**src/design/pid_controller_clamped_assert.svh**
```systemverilog
// Assertion macros shared by the controller modules.
`ifndef PID_CONTROLLER_CLAMPED_ASSERT_SVH
`define PID_CONTROLLER_CLAMPED_ASSERT_SVH
`ifndef SYNTHESIS
`define PIDC_ASSERT(lbl, clk, rst_n, prop, msg) \
  lbl: assert property (@(posedge clk) disable iff (!rst_n) prop) else $error(msg);
`define PIDC_ASSERT_NEVER(lbl, clk, rst_n, cond, msg) \
  lbl: assert property (@(posedge clk) disable iff (!rst_n) !(cond)) else $error(msg);
`else
`define PIDC_ASSERT(lbl, clk, rst_n, prop, msg)
`define PIDC_ASSERT_NEVER(lbl, clk, rst_n, cond, msg)
`endif
`endif

```
**src/design/pidc_pkg.sv**
```systemverilog
// Shared types, constants, microcode table and arithmetic helpers of the PID controller.
package pidc_pkg;

  localparam int DATA_W    = 32;
  localparam int FRAC_W    = 16;
  localparam int PROD_W    = 2 * DATA_W;
  localparam int MAGQ_W    = PROD_W - FRAC_W;
  localparam int CFG_IDX_W = 3;
  localparam int OP_W      = 4;
  localparam int COND_W    = 2;
  localparam int PC_W      = 5;
  localparam int DIV_CNT_W = $clog2(DATA_W);

  localparam logic signed [DATA_W-1:0] V_MAX = {1'b0, {(DATA_W-1){1'b1}}};
  localparam logic signed [DATA_W-1:0] V_MIN = {1'b1, {(DATA_W-1){1'b0}}};

  localparam logic [CFG_IDX_W-1:0] REG_PROP_GAIN  = CFG_IDX_W'(0);
  localparam logic [CFG_IDX_W-1:0] REG_INTEG_GAIN = CFG_IDX_W'(1);
  localparam logic [CFG_IDX_W-1:0] REG_DERIV_GAIN = CFG_IDX_W'(2);
  localparam logic [CFG_IDX_W-1:0] REG_INTEG_MIN  = CFG_IDX_W'(3);
  localparam logic [CFG_IDX_W-1:0] REG_INTEG_MAX  = CFG_IDX_W'(4);
  localparam logic [CFG_IDX_W-1:0] REG_OUT_MIN    = CFG_IDX_W'(5);
  localparam logic [CFG_IDX_W-1:0] REG_OUT_MAX    = CFG_IDX_W'(6);

  localparam logic [OP_W-1:0] OP_ERR      = OP_W'(0);
  localparam logic [OP_W-1:0] OP_MUL_P    = OP_W'(1);
  localparam logic [OP_W-1:0] OP_SAT_P    = OP_W'(2);
  localparam logic [OP_W-1:0] OP_MUL_I    = OP_W'(3);
  localparam logic [OP_W-1:0] OP_SAT_T    = OP_W'(4);
  localparam logic [OP_W-1:0] OP_MUL_T    = OP_W'(5);
  localparam logic [OP_W-1:0] OP_IADD     = OP_W'(6);
  localparam logic [OP_W-1:0] OP_ICLAMP   = OP_W'(7);
  localparam logic [OP_W-1:0] OP_DE       = OP_W'(8);
  localparam logic [OP_W-1:0] OP_MUL_D    = OP_W'(9);
  localparam logic [OP_W-1:0] OP_DIV_INIT = OP_W'(10);
  localparam logic [OP_W-1:0] OP_DIV_STEP = OP_W'(11);
  localparam logic [OP_W-1:0] OP_SAT_D    = OP_W'(12);
  localparam logic [OP_W-1:0] OP_SUM      = OP_W'(13);
  localparam logic [OP_W-1:0] OP_OCLAMP   = OP_W'(14);
  localparam logic [OP_W-1:0] OP_DONE     = OP_W'(15);

  localparam logic [COND_W-1:0] COND_NONE     = COND_W'(0);
  localparam logic [COND_W-1:0] COND_DIV_MORE = COND_W'(1);
  localparam logic [COND_W-1:0] COND_OUT_WAIT = COND_W'(2);

  localparam logic [PC_W-1:0] PC_START = PC_W'(0);
  localparam logic [PC_W-1:0] PC_DIV   = PC_W'(12);
  localparam logic [PC_W-1:0] PC_DONE  = PC_W'(16);

  localparam logic [DIV_CNT_W-1:0] DIV_LAST = DIV_CNT_W'(DATA_W - 1);

  typedef struct packed {
    logic [OP_W-1:0]   op;
    logic [COND_W-1:0] cond;
    logic [PC_W-1:0]   target;
    logic              last;
  } uword_t;

  typedef struct packed {
    logic            en;
    logic [OP_W-1:0] op;
  } ctrl_t;

  typedef struct packed {
    logic div_more;
    logic out_full;
  } stat_t;

  function automatic uword_t pidc_ucode(input logic [PC_W-1:0] pc);
    uword_t w;
    w = '{OP_DONE, COND_NONE, PC_START, 1'b1};
    case (pc)
      PC_W'(0):  w = '{OP_ERR,      COND_NONE,     PC_START, 1'b0};
      PC_W'(1):  w = '{OP_MUL_P,    COND_NONE,     PC_START, 1'b0};
      PC_W'(2):  w = '{OP_SAT_P,    COND_NONE,     PC_START, 1'b0};
      PC_W'(3):  w = '{OP_MUL_I,    COND_NONE,     PC_START, 1'b0};
      PC_W'(4):  w = '{OP_SAT_T,    COND_NONE,     PC_START, 1'b0};
      PC_W'(5):  w = '{OP_MUL_T,    COND_NONE,     PC_START, 1'b0};
      PC_W'(6):  w = '{OP_SAT_T,    COND_NONE,     PC_START, 1'b0};
      PC_W'(7):  w = '{OP_IADD,     COND_NONE,     PC_START, 1'b0};
      PC_W'(8):  w = '{OP_ICLAMP,   COND_NONE,     PC_START, 1'b0};
      PC_W'(9):  w = '{OP_DE,       COND_NONE,     PC_START, 1'b0};
      PC_W'(10): w = '{OP_MUL_D,    COND_NONE,     PC_START, 1'b0};
      PC_W'(11): w = '{OP_DIV_INIT, COND_NONE,     PC_START, 1'b0};
      PC_W'(12): w = '{OP_DIV_STEP, COND_DIV_MORE, PC_DIV,   1'b0};
      PC_W'(13): w = '{OP_SAT_D,    COND_NONE,     PC_START, 1'b0};
      PC_W'(14): w = '{OP_SUM,      COND_NONE,     PC_START, 1'b0};
      PC_W'(15): w = '{OP_OCLAMP,   COND_NONE,     PC_START, 1'b0};
      PC_W'(16): w = '{OP_DONE,     COND_OUT_WAIT, PC_DONE,  1'b1};
      default:   w = '{OP_DONE,     COND_NONE,     PC_START, 1'b1};
    endcase
    return w;
  endfunction

  function automatic logic [DATA_W-1:0] mag32(input logic signed [DATA_W-1:0] v);
    logic [DATA_W-1:0] u;
    u = v;
    return v[DATA_W-1] ? (~u + DATA_W'(1)) : u;
  endfunction

  function automatic logic [DATA_W:0] mag33(input logic signed [DATA_W:0] v);
    logic [DATA_W:0] u;
    u = v;
    return v[DATA_W] ? (~u + (DATA_W+1)'(1)) : u;
  endfunction

  // saturate a sign-magnitude value to the signed word range
  function automatic logic signed [DATA_W-1:0] sat_mag(input logic neg,
                                                       input logic [MAGQ_W-1:0] m);
    logic [MAGQ_W-1:0] lim;
    logic [DATA_W-1:0] lo;
    logic signed [DATA_W-1:0] r;
    lim = {{(MAGQ_W-DATA_W+1){1'b0}}, {(DATA_W-1){1'b1}}} + MAGQ_W'(neg);
    lo  = m[DATA_W-1:0];
    if (m > lim) begin
      r = neg ? V_MIN : V_MAX;
    end else begin
      r = neg ? (~lo + DATA_W'(1)) : lo;
    end
    return r;
  endfunction

  function automatic logic signed [DATA_W-1:0] sat33(input logic signed [DATA_W:0] v);
    logic signed [DATA_W-1:0] r;
    if (v[DATA_W] != v[DATA_W-1]) begin
      r = v[DATA_W] ? V_MIN : V_MAX;
    end else begin
      r = v[DATA_W-1:0];
    end
    return r;
  endfunction

  function automatic logic signed [DATA_W-1:0] sat34(input logic signed [DATA_W+1:0] v);
    logic signed [DATA_W-1:0] r;
    if ((v[DATA_W+1] != v[DATA_W]) || (v[DATA_W] != v[DATA_W-1])) begin
      r = v[DATA_W+1] ? V_MIN : V_MAX;
    end else begin
      r = v[DATA_W-1:0];
    end
    return r;
  endfunction

endpackage

```
**src/design/pidc_in_if.sv**
```systemverilog
// Input channel: measured value, target, time step and clamp enables.
interface pidc_in_if;
  import pidc_pkg::*;
  logic                     valid;
  logic                     ready;
  logic signed [DATA_W-1:0] measured;
  logic signed [DATA_W-1:0] target;
  logic [DATA_W-1:0]        step_time;
  logic                     integ_clamp_on;
  logic                     out_clamp_on;
  modport source (output valid, measured, target, step_time, integ_clamp_on, out_clamp_on,
                  input ready);
  modport sink (input valid, measured, target, step_time, integ_clamp_on, out_clamp_on,
                output ready);
endinterface

```
**src/design/pidc_out_if.sv**
```systemverilog
// Result channel: drive value and clamp flags.
interface pidc_out_if;
  import pidc_pkg::*;
  logic                     valid;
  logic                     ready;
  logic signed [DATA_W-1:0] drive;
  logic                     integ_clamped;
  logic                     out_clamped;
  modport source (output valid, drive, integ_clamped, out_clamped, input ready);
  modport sink (input valid, drive, integ_clamped, out_clamped, output ready);
endinterface

```
**src/design/pidc_cfg_if.sv**
```systemverilog
// Configuration write channel: register index and write data.
interface pidc_cfg_if;
  import pidc_pkg::*;
  logic                 valid;
  logic                 ready;
  logic [CFG_IDX_W-1:0] index;
  logic [DATA_W-1:0]    data;
  modport source (output valid, index, data, input ready);
  modport sink (input valid, index, data, output ready);
endinterface

```
**src/design/pidc_sequencer.sv**
```systemverilog
// Microcode sequencer: step counter, control store and conditional jumps.
`include "pid_controller_clamped_assert.svh"
module pidc_sequencer (
  input  logic            clk,
  input  logic            rst_n,
  input  logic            start,
  input  pidc_pkg::stat_t stat,
  output pidc_pkg::ctrl_t ctrl,
  output logic            busy
);
  import pidc_pkg::*;

  logic            busy_r, busy_nxt;
  logic [PC_W-1:0] pc_r, pc_nxt;
  uword_t          uw;
  logic            take_jump;

  assign uw        = pidc_ucode(pc_r);
  assign ctrl.en   = busy_r;
  assign ctrl.op   = uw.op;
  assign busy      = busy_r;

  always_comb begin
    case (uw.cond)
      COND_NONE:     take_jump = 1'b0;
      COND_DIV_MORE: take_jump = stat.div_more;
      COND_OUT_WAIT: take_jump = stat.out_full;
      default:       take_jump = 1'b0;
    endcase
  end

  always_comb begin
    busy_nxt = busy_r;
    pc_nxt   = pc_r;
    if (start) begin
      busy_nxt = 1'b1;
      pc_nxt   = PC_START;
    end else if (busy_r) begin
      if (take_jump) begin
        pc_nxt = uw.target;
      end else if (uw.last) begin
        busy_nxt = 1'b0;
        pc_nxt   = PC_START;
      end else begin
        pc_nxt = pc_r + PC_W'(1);
      end
    end
  end

  always_ff @(posedge clk) begin
    if (!rst_n) begin
      busy_r <= 1'b0;
      pc_r   <= PC_START;
    end else begin
      busy_r <= busy_nxt;
      pc_r   <= pc_nxt;
    end
  end

  `PIDC_ASSERT(a_start_busy, clk, rst_n, start |=> busy_r, "sequencer did not start")
  `PIDC_ASSERT(a_idle_pc, clk, rst_n, !busy_r |-> pc_r == PC_START, "idle with pc away from start")
  `PIDC_ASSERT(a_last_ends, clk, rst_n, (busy_r && uw.last && !stat.out_full) |=> !busy_r, "program did not end")
  `PIDC_ASSERT_NEVER(a_start_busy_overlap, clk, rst_n, start && busy_r, "start while busy")

endmodule

```
**src/design/pidc_datapath.sv**
```systemverilog
// Datapath: config registers, state, shared multiplier, divider step and clamps.
module pidc_datapath (
  input  logic                               clk,
  input  logic                               rst_n,
  input  pidc_pkg::ctrl_t                    ctrl,
  output pidc_pkg::stat_t                    stat,
  input  logic                               start,
  input  logic signed [pidc_pkg::DATA_W-1:0] measured,
  input  logic signed [pidc_pkg::DATA_W-1:0] target,
  input  logic [pidc_pkg::DATA_W-1:0]        step_time,
  input  logic                               integ_clamp_on,
  input  logic                               out_clamp_on,
  input  logic                               cfg_we,
  input  logic [pidc_pkg::CFG_IDX_W-1:0]     cfg_idx,
  input  logic [pidc_pkg::DATA_W-1:0]        cfg_data,
  input  logic                               out_ready,
  output logic                               out_valid,
  output logic signed [pidc_pkg::DATA_W-1:0] out_drive,
  output logic                               out_iflag,
  output logic                               out_oflag
);
  import pidc_pkg::*;

  logic signed [DATA_W-1:0] kp_r, ki_r, kd_r, imin_r, imax_r, omin_r, omax_r;
  logic signed [DATA_W-1:0] integ_r, last_err_r;
  logic signed [DATA_W-1:0] meas_r, tgt_r;
  logic [DATA_W-1:0]        dt_r;
  logic                     ic_on_r, oc_on_r;
  logic signed [DATA_W-1:0] e_r, up_r, t_r, ud_r, drive_r;
  logic signed [DATA_W:0]   de_r, ui_r;
  logic signed [DATA_W+1:0] u_r;
  logic [PROD_W-1:0]        prod_r;
  logic                     neg_r, ovf_r, iflag_r, oflag_r;
  logic [DATA_W-1:0]        rem_r, quot_r;
  logic [DIV_CNT_W-1:0]     div_cnt_r;
  logic                     out_valid_r, out_iflag_r, out_oflag_r;
  logic signed [DATA_W-1:0] out_drive_r;

  logic [DATA_W-1:0]        mul_a;
  logic [DATA_W:0]          mul_b;
  logic [PROD_W:0]          mul_p;
  logic signed [DATA_W-1:0] satq;
  logic [DATA_W-1:0]        div_d;
  logic [DATA_W:0]          trial, trial_sub;
  logic                     trial_ge;
  logic signed [DATA_W:0]   diff_in, imin_x, imax_x;
  logic signed [DATA_W+1:0] omin_x, omax_x;
  logic                     out_full, exec;

  assign exec     = ctrl.en;
  assign out_full = out_valid_r && !out_ready;
  assign stat.out_full = out_full;
  assign stat.div_more = div_cnt_r != DIV_LAST;

  always_comb begin
    case (ctrl.op)
      OP_MUL_P: begin
        mul_a = mag32(kp_r);
        mul_b = {1'b0, mag32(e_r)};
      end
      OP_MUL_I: begin
        mul_a = mag32(ki_r);
        mul_b = {1'b0, mag32(e_r)};
      end
      OP_MUL_T: begin
        mul_a = mag32(t_r);
        mul_b = {1'b0, dt_r};
      end
      default: begin
        mul_a = mag32(kd_r);
        mul_b = mag33(de_r);
      end
    endcase
  end

  assign mul_p     = mul_a * mul_b;
  assign satq      = sat_mag(neg_r, prod_r[PROD_W-1:FRAC_W]);
  assign div_d     = (dt_r == '0) ? DATA_W'(1) : dt_r;
  assign trial     = {rem_r, quot_r[DATA_W-1]};
  assign trial_ge  = trial >= {1'b0, div_d};
  assign trial_sub = trial - {1'b0, div_d};
  assign diff_in   = {tgt_r[DATA_W-1], tgt_r} - {meas_r[DATA_W-1], meas_r};
  assign imin_x    = {imin_r[DATA_W-1], imin_r};
  assign imax_x    = {imax_r[DATA_W-1], imax_r};
  assign omin_x    = {{2{omin_r[DATA_W-1]}}, omin_r};
  assign omax_x    = {{2{omax_r[DATA_W-1]}}, omax_r};

  always_ff @(posedge clk) begin
    if (!rst_n) begin
      kp_r   <= '0;
      ki_r   <= '0;
      kd_r   <= '0;
      imin_r <= '0;
      imax_r <= '0;
      omin_r <= '0;
      omax_r <= '0;
    end else if (cfg_we) begin
      case (cfg_idx)
        REG_PROP_GAIN:  kp_r   <= cfg_data;
        REG_INTEG_GAIN: ki_r   <= cfg_data;
        REG_DERIV_GAIN: kd_r   <= cfg_data;
        REG_INTEG_MIN:  imin_r <= cfg_data;
        REG_INTEG_MAX:  imax_r <= cfg_data;
        REG_OUT_MIN:    omin_r <= cfg_data;
        REG_OUT_MAX:    omax_r <= cfg_data;
        default: ;
      endcase
    end
  end

  always_ff @(posedge clk) begin
    if (start) begin
      meas_r  <= measured;
      tgt_r   <= target;
      dt_r    <= step_time;
      ic_on_r <= integ_clamp_on;
      oc_on_r <= out_clamp_on;
    end
  end

  always_ff @(posedge clk) begin
    if (!rst_n) begin
      integ_r    <= '0;
      last_err_r <= '0;
    end else if (exec) begin
      case (ctrl.op)
        OP_ICLAMP: begin
          if (ic_on_r && (ui_r > imax_x)) begin
            integ_r <= imax_r;
          end else if (ic_on_r && (ui_r < imin_x)) begin
            integ_r <= imin_r;
          end else begin
            integ_r <= sat33(ui_r);
          end
        end
        OP_OCLAMP: last_err_r <= e_r;
        default: ;
      endcase
    end
  end

  always_ff @(posedge clk) begin
    if (exec) begin
      case (ctrl.op)
        OP_ERR: e_r <= sat33(diff_in);
        OP_MUL_P: begin
          prod_r <= mul_p[PROD_W-1:0];
          neg_r  <= kp_r[DATA_W-1] ^ e_r[DATA_W-1];
        end
        OP_SAT_P: up_r <= satq;
        OP_MUL_I: begin
          prod_r <= mul_p[PROD_W-1:0];
          neg_r  <= ki_r[DATA_W-1] ^ e_r[DATA_W-1];
        end
        OP_SAT_T: t_r <= satq;
        OP_MUL_T: begin
          prod_r <= mul_p[PROD_W-1:0];
          neg_r  <= t_r[DATA_W-1];
        end
        OP_IADD: ui_r <= {integ_r[DATA_W-1], integ_r} + {t_r[DATA_W-1], t_r};
        OP_ICLAMP: iflag_r <= ic_on_r && ((ui_r > imax_x) || (ui_r < imin_x));
        OP_DE: de_r <= {e_r[DATA_W-1], e_r} - {last_err_r[DATA_W-1], last_err_r};
        OP_MUL_D: begin
          prod_r <= mul_p[PROD_W-1:0];
          neg_r  <= kd_r[DATA_W-1] ^ de_r[DATA_W];
        end
        OP_DIV_INIT: begin
          ovf_r     <= prod_r[PROD_W-1:DATA_W] >= div_d;
          rem_r     <= prod_r[PROD_W-1:DATA_W];
          quot_r    <= prod_r[DATA_W-1:0];
          div_cnt_r <= '0;
        end
        OP_DIV_STEP: begin
          rem_r     <= trial_ge ? trial_sub[DATA_W-1:0] : trial[DATA_W-1:0];
          quot_r    <= {quot_r[DATA_W-2:0], trial_ge};
          div_cnt_r <= div_cnt_r + DIV_CNT_W'(1);
        end
        OP_SAT_D: begin
          if (ovf_r) begin
            ud_r <= neg_r ? V_MIN : V_MAX;
          end else begin
            ud_r <= sat_mag(neg_r, {{(MAGQ_W-DATA_W){1'b0}}, quot_r});
          end
        end
        OP_SUM: u_r <= {{2{up_r[DATA_W-1]}}, up_r} + {{2{integ_r[DATA_W-1]}}, integ_r}
                     + {{2{ud_r[DATA_W-1]}}, ud_r};
        OP_OCLAMP: begin
          if (oc_on_r && (u_r > omax_x)) begin
            drive_r <= omax_r;
            oflag_r <= 1'b1;
          end else if (oc_on_r && (u_r < omin_x)) begin
            drive_r <= omin_r;
            oflag_r <= 1'b1;
          end else begin
            drive_r <= sat34(u_r);
            oflag_r <= 1'b0;
          end
        end
        default: ;
      endcase
    end
  end

  always_ff @(posedge clk) begin
    if (!rst_n) begin
      out_valid_r <= 1'b0;
    end else if (exec && (ctrl.op == OP_DONE) && !out_full) begin
      out_valid_r <= 1'b1;
    end else if (out_ready) begin
      out_valid_r <= 1'b0;
    end
  end

  always_ff @(posedge clk) begin
    if (exec && (ctrl.op == OP_DONE) && !out_full) begin
      out_drive_r <= drive_r;
      out_iflag_r <= iflag_r;
      out_oflag_r <= oflag_r;
    end
  end

  assign out_valid = out_valid_r;
  assign out_drive = out_drive_r;
  assign out_iflag = out_iflag_r;
  assign out_oflag = out_oflag_r;

endmodule

```
**src/design/pid_controller_clamped.sv**
```systemverilog
// Positional PID controller with integrator and output clamps, Q16.16.
//
// Channels: in_ch takes one control step (measured, target, step_time and
// two clamp enables); out_ch returns the drive value with integ_clamped and
// out_clamped flags; cfg_ch writes gains and limits by index and is always
// ready. Write configuration only while no step is in flight.
// Each step runs a 17-word microprogram over one shared multiplier; the
// derivative division takes one quotient bit per cycle.
// The result word is loaded into the output register by the final microword.
// A new step is accepted only once the previous one has ended; in_ch.ready
// is high while no step is running.
// Reset (rst_n low, synchronous) clears gains, limits, integrator and last
// error to zero and empties the output register.
// A stalled receiver is held off by the output register: the next step runs
// up to its final microword and waits there until the register frees up.
`include "pid_controller_clamped_assert.svh"
module pid_controller_clamped (
  input  logic       clk,
  input  logic       rst_n,
  pidc_in_if.sink    in_ch,
  pidc_out_if.source out_ch,
  pidc_cfg_if.sink   cfg_ch
);
  import pidc_pkg::*;

  ctrl_t ctrl;
  stat_t stat;
  logic  busy;
  logic  start;
  logic  out_stall;

  assign in_ch.ready  = !busy;
  assign cfg_ch.ready = 1'b1;
  assign start        = in_ch.valid && !busy;
  assign out_stall    = out_ch.valid && !out_ch.ready;

  pidc_sequencer u_seq (
    .clk   (clk),
    .rst_n (rst_n),
    .start (start),
    .stat  (stat),
    .ctrl  (ctrl),
    .busy  (busy)
  );

  pidc_datapath u_dp (
    .clk            (clk),
    .rst_n          (rst_n),
    .ctrl           (ctrl),
    .stat           (stat),
    .start          (start),
    .measured       (in_ch.measured),
    .target         (in_ch.target),
    .step_time      (in_ch.step_time),
    .integ_clamp_on (in_ch.integ_clamp_on),
    .out_clamp_on   (in_ch.out_clamp_on),
    .cfg_we         (cfg_ch.valid),
    .cfg_idx        (cfg_ch.index),
    .cfg_data       (cfg_ch.data),
    .out_ready      (out_ch.ready),
    .out_valid      (out_ch.valid),
    .out_drive      (out_ch.drive),
    .out_iflag      (out_ch.integ_clamped),
    .out_oflag      (out_ch.out_clamped)
  );

  `PIDC_ASSERT(a_accept_blocks, clk, rst_n, start |=> !in_ch.ready, "accepted a word while running")
  `PIDC_ASSERT(a_out_needs_run, clk, rst_n, $rose(out_ch.valid) |-> $past(busy), "result without a step")
  `PIDC_ASSERT(a_out_hold, clk, rst_n, out_stall |=> out_ch.valid, "word lost")
  `PIDC_ASSERT(a_out_stable, clk, rst_n, out_stall |=> $stable(out_ch.drive), "word changed")

endmodule
```
**src/flat_wrapper.sv**
```systemverilog
// flat-port wrapper written by rule: the top's interface ports become plain ports
module pid_controller_clamped_flat import pidc_pkg::*;
  (clk, rst_n, in_ch_valid, in_ch_measured, in_ch_target, in_ch_step_time, in_ch_integ_clamp_on, in_ch_out_clamp_on, in_ch_ready, out_ch_valid, out_ch_drive, out_ch_integ_clamped, out_ch_out_clamped, out_ch_ready, cfg_ch_valid, cfg_ch_index, cfg_ch_data, cfg_ch_ready);
  pidc_in_if in_ch_i ();
  pidc_out_if out_ch_i ();
  pidc_cfg_if cfg_ch_i ();
  input  logic clk;
  input  logic rst_n;
  input wire logic [$bits(in_ch_i.valid)-1:0] in_ch_valid;
  input wire logic [$bits(in_ch_i.measured)-1:0] in_ch_measured;
  input wire logic [$bits(in_ch_i.target)-1:0] in_ch_target;
  input wire logic [$bits(in_ch_i.step_time)-1:0] in_ch_step_time;
  input wire logic [$bits(in_ch_i.integ_clamp_on)-1:0] in_ch_integ_clamp_on;
  input wire logic [$bits(in_ch_i.out_clamp_on)-1:0] in_ch_out_clamp_on;
  output wire logic [$bits(in_ch_i.ready)-1:0] in_ch_ready;
  output wire logic [$bits(out_ch_i.valid)-1:0] out_ch_valid;
  output wire logic [$bits(out_ch_i.drive)-1:0] out_ch_drive;
  output wire logic [$bits(out_ch_i.integ_clamped)-1:0] out_ch_integ_clamped;
  output wire logic [$bits(out_ch_i.out_clamped)-1:0] out_ch_out_clamped;
  input wire logic [$bits(out_ch_i.ready)-1:0] out_ch_ready;
  input wire logic [$bits(cfg_ch_i.valid)-1:0] cfg_ch_valid;
  input wire logic [$bits(cfg_ch_i.index)-1:0] cfg_ch_index;
  input wire logic [$bits(cfg_ch_i.data)-1:0] cfg_ch_data;
  output wire logic [$bits(cfg_ch_i.ready)-1:0] cfg_ch_ready;
  assign in_ch_i.valid = in_ch_valid;
  assign in_ch_i.measured = in_ch_measured;
  assign in_ch_i.target = in_ch_target;
  assign in_ch_i.step_time = in_ch_step_time;
  assign in_ch_i.integ_clamp_on = in_ch_integ_clamp_on;
  assign in_ch_i.out_clamp_on = in_ch_out_clamp_on;
  assign in_ch_ready = in_ch_i.ready;
  assign out_ch_valid = out_ch_i.valid;
  assign out_ch_drive = out_ch_i.drive;
  assign out_ch_integ_clamped = out_ch_i.integ_clamped;
  assign out_ch_out_clamped = out_ch_i.out_clamped;
  assign out_ch_i.ready = out_ch_ready;
  assign cfg_ch_i.valid = cfg_ch_valid;
  assign cfg_ch_i.index = cfg_ch_index;
  assign cfg_ch_i.data = cfg_ch_data;
  assign cfg_ch_ready = cfg_ch_i.ready;
  pid_controller_clamped u_core (.clk(clk), .rst_n(rst_n), .in_ch(in_ch_i), .out_ch(out_ch_i), .cfg_ch(cfg_ch_i));
endmodule
```
**config.mk**
```make
export PLATFORM = sky130hd
export DESIGN_NAME = pid_controller_clamped_flat
export DESIGN_NICKNAME = d
export VERILOG_FILES = /design/src/design/pidc_pkg.sv /design/src/design/pidc_in_if.sv /design/src/design/pidc_out_if.sv /design/src/design/pidc_cfg_if.sv /design/src/design/pidc_sequencer.sv /design/src/design/pidc_datapath.sv /design/src/design/pid_controller_clamped.sv /design/src/flat_wrapper.sv
export VERILOG_INCLUDE_DIRS = /design/src /design/src/design
export SDC_FILE = /design/constraint.sdc
export NUM_CORES = 2
export LEC_CHECK = 0
export BUFFER_PORTS_ARGS = -buffer_cell sky130_fd_sc_hd__buf_2
export CAP_MARGIN = 20
export CORE_AREA = 4 4 539 541
export DETAILED_ROUTE_END_ITERATION = 7
export DIE_AREA = 0 0 543 545
export GPL_TIMING_DRIVEN = 0
export PLACE_DENSITY = 0.52
export SYNTH_ARGS = -nofsm -noshare
export SYNTH_HDL_FRONTEND = slang
export SYNTH_SLANG_ARGS = --single-unit
```
**constraint.sdc**
```tcl
create_clock -name clk -period 19.84 [get_ports clk]
set_input_delay 0.992 -clock clk [delete_from_list [all_inputs] [get_ports clk]]
set_output_delay 0.992 -clock clk [all_outputs]
set_load 0.005 [all_outputs]
```
== After elaboration in Yosys (flattened, before gate mapping) ==
Memory sizes are Yosys's and may differ from the RTL's. A register that Yosys moved wholly into a read port is not among the register bits.
Index checks and enable logic that the tools add are counted.
Operators by class
  $lt $le $gt $ge: 8
  $add $sub $neg: 17
  reductions and logical operators: 43
  muxes and demuxes: 42
  $mul: 1
  bitwise logic cells: 12
  eq/ne operators: 28
Operators with widths (number)
  32-bit 2-to-1 mux: 23
  32-bit by 1-bit adder with 32-bit output (second input constant): 7
  32-bit NOT: 7
  32-bit case mux with 2 select lines: 2
  32-bit case mux with 3 select lines: 1
  32-bit by 32-bit adder with 33-bit output: 2
  33-bit case mux with 2 select lines: 1
  32-bit by 32-bit subtractor with 33-bit output: 2
  32-bit by 33-bit multiplier with 64-bit output: 1
  48-bit > comparator: 1
  2-bit AND reduction: 20
  33-bit by 32-bit adder with 34-bit output: 1
  34-bit by 32-bit > comparator with 1-bit output: 1
  34-bit by 32-bit < comparator with 1-bit output: 1
  33-bit by 1-bit adder with 33-bit output (second input constant): 1
  33-bit by 32-bit greater-or-equal comparator with 1-bit output: 1
  33-bit by 32-bit > comparator with 1-bit output: 1
  33-bit by 32-bit < comparator with 1-bit output: 1
  33-bit 2-to-1 mux: 1
  33-bit NOT: 1
  31-bit by 1-bit adder with 32-bit output (first input constant): 1
  4-bit equality test (second input constant): 8
  32-bit greater-or-equal comparator: 1
  32-bit > comparator: 1
  29 further kinds: 64
Storage, ports and cells
  logic and storage cells: 188
  ROM bits: 320
  output and inout port bits: 37
  bits in registers: 824
  input port bits: 138
  memories kept: 1
Memories
  (no name shown): words 32, width 10, read ports 1, clocked after Yosys merged registers in 1, write ports 0, line pidc_pkg.sv:72  | case (pc)

== Logic depth before layout (Yosys ltp) ==
  depth after elaboration: 6
  depth in mapped cells: 38
  mapped depth without buffers: 36

== Modules after synthesis ==
A second synthesis with hierarchy kept.
Second synthesis, totals
  cells, all modules: 9373
  area, all modules: 84992.8 µm²
By module, submodules not included
  pidc_datapath: area each 84099.4 µm², times used 1, cells each 9278, seq. area each 21670.8 µm²
  pidc_sequencer: area each 872.1 µm², times used 1, cells each 91, seq. area each 260.2 µm²
  pid_controller_clamped: area each 21.3 µm², times used 1, cells each 4, seq. area each 0.0 µm²

== Worst setup path after synthesis ==
OpenSTA, ideal clock, no wires.
  path type: register to register
  from: register u_core.u_dp.de_r[0]
  to: register u_core.u_dp.prod_r[63] (data pin)
  clock period less this slack: 10.174 ns
  library setup time: 0.271 ns
  cell stages (with the launch flop): 35
  setup slack: 9.666 ns
  data arrival time: 9.904 ns
  buffers on the path: 3
  required time: 19.569 ns
  cell sequence: edfxtp_1 > inv_1 > ha_1 > or3b_2 > or4_1 > or4b_1 > clkbuf_1 > o31ai_1 > xor2_1 > o221ai_1 > clkbuf_1 > nand2_1 > fa_1 > inv_1 > fa_1 > fa_1 > inv_1 > fa_1 > inv_1 > fa_1 > fa_1 > fa_1 > inv_1 > fa_1 > inv_1 > ha_1 > clkbuf_1 > nand4_1 > or4_1 > a311oi_1 > a311oi_1 > o21ai_0 > a22oi_1 > a211oi_1 > o211ai_1
Between the ends
  longest elaborated chain between the ends: 5
RTL lines
  from (decl): line pidc_datapath.sv:30  | logic signed [DATA_W:0] de_r, ui_r;
  from (signal assigned): line pidc_datapath.sv:162  | OP_DE: de_r <= {e_r[DATA_W-1], e_r} - {last_err_r[DATA_W-1], last_err_r};
  33-bit NOT: line pidc_pkg.sv:104  | return v[DATA_W] ? (~u + (DATA_W+1)'(1)) : u;
  33-bit by 1-bit adder with 33-bit output: line pidc_pkg.sv:104
  33-bit 2-to-1 mux (*): line pidc_pkg.sv:104
  33-bit case mux with 2 select lines (*): line pidc_datapath.sv:56  | case (ctrl.op)
  32-bit by 33-bit multiplier with 64-bit output (*): line pidc_datapath.sv:76  | assign mul_p = mul_a * mul_b;
  via u_core.u_dp.mul_p[63]: line pidc_datapath.sv:41  | logic [PROD_W:0] mul_p;
  to (signal assigned): line pidc_datapath.sv:147  | prod_r <= mul_p[PROD_W-1:0];
  to (signal assigned): line pidc_datapath.sv:152  | prod_r <= mul_p[PROD_W-1:0];
  to (signal assigned): line pidc_datapath.sv:157  | prod_r <= mul_p[PROD_W-1:0];
  to (decl): line pidc_datapath.sv:32  | logic [PROD_W-1:0] prod_r;
Mark *: on every way through the listed nets, which the timed path passes. The rest lies on a longest branch.
A chain may end at the register's enable or synchronous reset.

== Final worst setup path ==
  from: register u_core.u_seq.uw[8] (netlist name)
  to: register u_core.u_dp.prod_r[63] (data pin)
Between the ends
  longest elaborated chain between the ends: 4
  elaborated cells between the ends (all ways): 7
  classes of those cells: mul (1); eq/ne (3); mux (2); reduce/logical (1)
RTL lines (line)
  4-bit by 2-bit equality test with 1-bit output or 4-bit by 1-bit equality test with 1-bit output (tied branches): pidc_datapath.sv:56
  2-bit OR reduction (no line)
  33-bit case mux with 2 select lines: pidc_datapath.sv:56
  32-bit by 33-bit multiplier with 64-bit output (*): pidc_datapath.sv:76
  via u_core.u_dp.mul_p[63]: pidc_datapath.sv:41
Marked as above.

==> results.tsv <==
metric	value	unit
Final nets	11600	
Slew HR	0.136	
CTS resizes	0	
core area	285000	sq um
status	completed	
final period utilization	0.710	
sequential element share of the synthesized area	0.256	
final setup margin	5750	ps
Worst R2R Start	u_core.u_seq.uw[8]	
R2R Setup Slk	5750	ps
leakage power	40.3	nW
Die H	545	um
final-layout fill cell count	29700	
Async SR Flop Fraction	0	
Avg Inst Size Synth	9.04	sq um
deepest clock path buffer count	3	
routed length per instance	24.6	um
# hold bufs at CTS	0	
routability-driven placement congestion ratio	0.984	
hold depth	0	
Starting DRT DRC Count	6160	
Starting Density	0.300	
final WL	336000	um
cell area power density	74.8	nW/um^2
count leader, synth	nand2_1	
DP HPWL	281000	um
WS Path Type	reg -> reg	
final hold vios	0	
top cells by count, synth	1538 x nand2_1, 1357 x inv_1, 962 x fa_1, 675 x nor2_1, 665 x ha_1	
Final Max Tran Viols	0	
vias in the first global route	71800	
worst path required time	20240	ps
syn nets	11200	
layout cells sized above 1	0.0532	
Area Overhead vs Synth	11.7	%
crit-path most repeated cell	fa_1	
Yosys cell types	90	
TritonCTS buffer count	90	
Crit Path Max Fanout	10	
slowest stage delay, CP	900	ps
hold endpoint	u_core.u_dp.out_drive[8]	
initial antenna violation count	24	
drt first pass iters	6	
Cells after Synth	9458	
Mapped Area	85500	sq um
htree depth	3	
crit end category	register	
largest net degree at the start of global routing	63	
post-route ant nets	0	
total track usage	0.224	
synthesized flop and latch total	831	
worst-margin pin slew	1290	ps
IO buf count	173	
minimum clock period	14090	ps
Worst-Skew Late Latency	720	ps
grt total ovfl	0	
Vias/cell	5.22	
Die X	543	um
maximum vdd drop	0.0000755	V
ys flop type	edfxtp_1	
Setup TNS	0	ps
Clock Root Buffer	clkbuf_16	
maximum clock frequency	0.0710	GHz
CTS sink cnt	831	
top cell type's share of synthesized area	0.225	
Slowest-stage cell, CP	buf_1	
HP Start	u_core.u_dp.drive_r[8]	
Hold WS	417	ps
startpoint types	register	
Setup-failing EPs final	0	
Worst Hold Class	reg -> reg	
RSZ-0062 raised after global routing	no	
Critical R2R Capture	u_core.u_dp.prod_r[63]	
Setup Buffers After CTS	0	
die area	296000	sq um
FF-to-FF path depth	31	
Final Skew	45.0	ps
Rows	196	
Yosys top cell by area	fa_1	
max_cap viols	0	
DRC Markers	0	
first-pass GRT wire length	490000	um
# IOs	175	
pre-CTS setup slack	6000	ps
EDFF count, synth	529	
Synth area leaders	fa_1 23%, edfxtp_1 19%, ha_1 9.7%	
Yosys warnings	0	
CTS clk-pin slew, worst paths	60	ps
arrival time at the worst endpoint	14490	ps
Vias	71300	
CTS tree	built	
cell families after synthesis:
kind of cell / count (synthesis) / share of synthesized area
adder cells (fa/ha/maj): 1658 / 0.326
AND/OR/NAND/NOR: 2956 / 0.152
flip-flops: 831 / 0.256
other: 1 / 0.0000438
multiplexers: 65 / 0.00770
XOR/XNOR: 366 / 0.0376
AO/OA/AOI/OAI: 1781 / 0.141
buffers and inverters: 1800 / 0.0796
routing by layer:
| metal | global-route usage | vias to the layer above | routed length [um] |
|---|---|---|---|
| met5 | 0 | - | 115 |
| met4 | 0.115 | 16 | 20500 |
| met3 | 0.0384 | 664 | 24700 |
| met2 | 0.355 | 2844 | 150000 |
| met1 | 0.294 | 35500 | 141000 |
| li1 | - | 32200 | - |
how the worst max path moves through the flow:
stage / start / endpoint / slack (ps)
after floorplan: u_core.u_dp.de_r[0] / u_core.u_dp.prod_r[63] / 9670
after global placement: u_core.u_seq.uw[8] / u_core.u_dp.prod_r[55] / 4780
after detailed placement: u_core.u_seq.uw[8] / u_core.u_dp.prod_r[63] / 6000
after CTS: u_core.u_seq.uw[8] / u_core.u_dp.prod_r[63] / 5920
after global routing: u_core.u_seq.uw[8] / u_core.u_dp.prod_r[63] / 5370
final: u_core.u_seq.uw[8] / u_core.u_dp.prod_r[63] / 5750
layout by cell type, fill, tap and decap left out, types with 55 or more instances in the layout:
cell type,n
nand2_1,1538
inv_1,1357
fa_1,962
nor2_1,671
ha_1,665
edfxtp_1,529
clkbuf_1,420
o21ai_0,401
dfxtp_1,302
a21boi_0,269
a21oi_1,268
xor2_1,199
buf_2,190
xnor2_1,166
a21o_1,158
nor3_1,115
a211oi_1,104
clkbuf_16,92
and2_1,89
nand3_1,79
nand4_1,75
a31oi_1,66
o31ai_1,64
nand2b_1,60
mux2i_1,59
nor2b_1,55
cell type report:
type / instances / area (sq um) / area share
Multi-Input combinational cell: 6827 / 57000 / 0.597
Sequential cell: 831 / 21900 / 0.230
Inverter: 1358 / 5100 / 0.0534
Tap cell: 3762 / 4710 / 0.0493
Clock buffer: 110 / 2400 / 0.0251
Timing Repair Buffer: 251 / 1860 / 0.0195
Buffer: 442 / 1710 / 0.0179
Clock inverter: 57 / 782 / 0.00819
Antenna cell: 7 / 17.5 / 0.000183
registers in the layout (all words and copies together), names as in the netlist, 33 cells and up:
register,count
u_core.u_dp.u_r,34
u_core.u_dp.ui_r,33
u_core.u_dp.de_r,33
u_core.u_dp.prod_r,64
critical path: cells and delay by family (launching register included):
family,cells,cell delay [ps]
compound gates,7,2550
flops,1,480
buf+inv,10,3870
fa+ha+maj,9,4560
simple gates,5,2240
stage by stage:
stage                util  power [mW]  instance area (sq um)  cells
floorplan               -        3.94                  85500   9458
global placement    0.320        5.25                  91100  13400
detailed placement  0.324        5.29                  92200  13500
CTS                 0.335        7.16                  95400  13600
global route        0.335        7.51                  95500  13600
finish              0.335        7.14                  95500  13600
where the power goes:
group,switching [mW],internal [mW]
registers,0.0908,1.96
clock network,0.772,1.07
logic,2.22,1.04
Note: power is estimated with default switching activity, not from simulation.
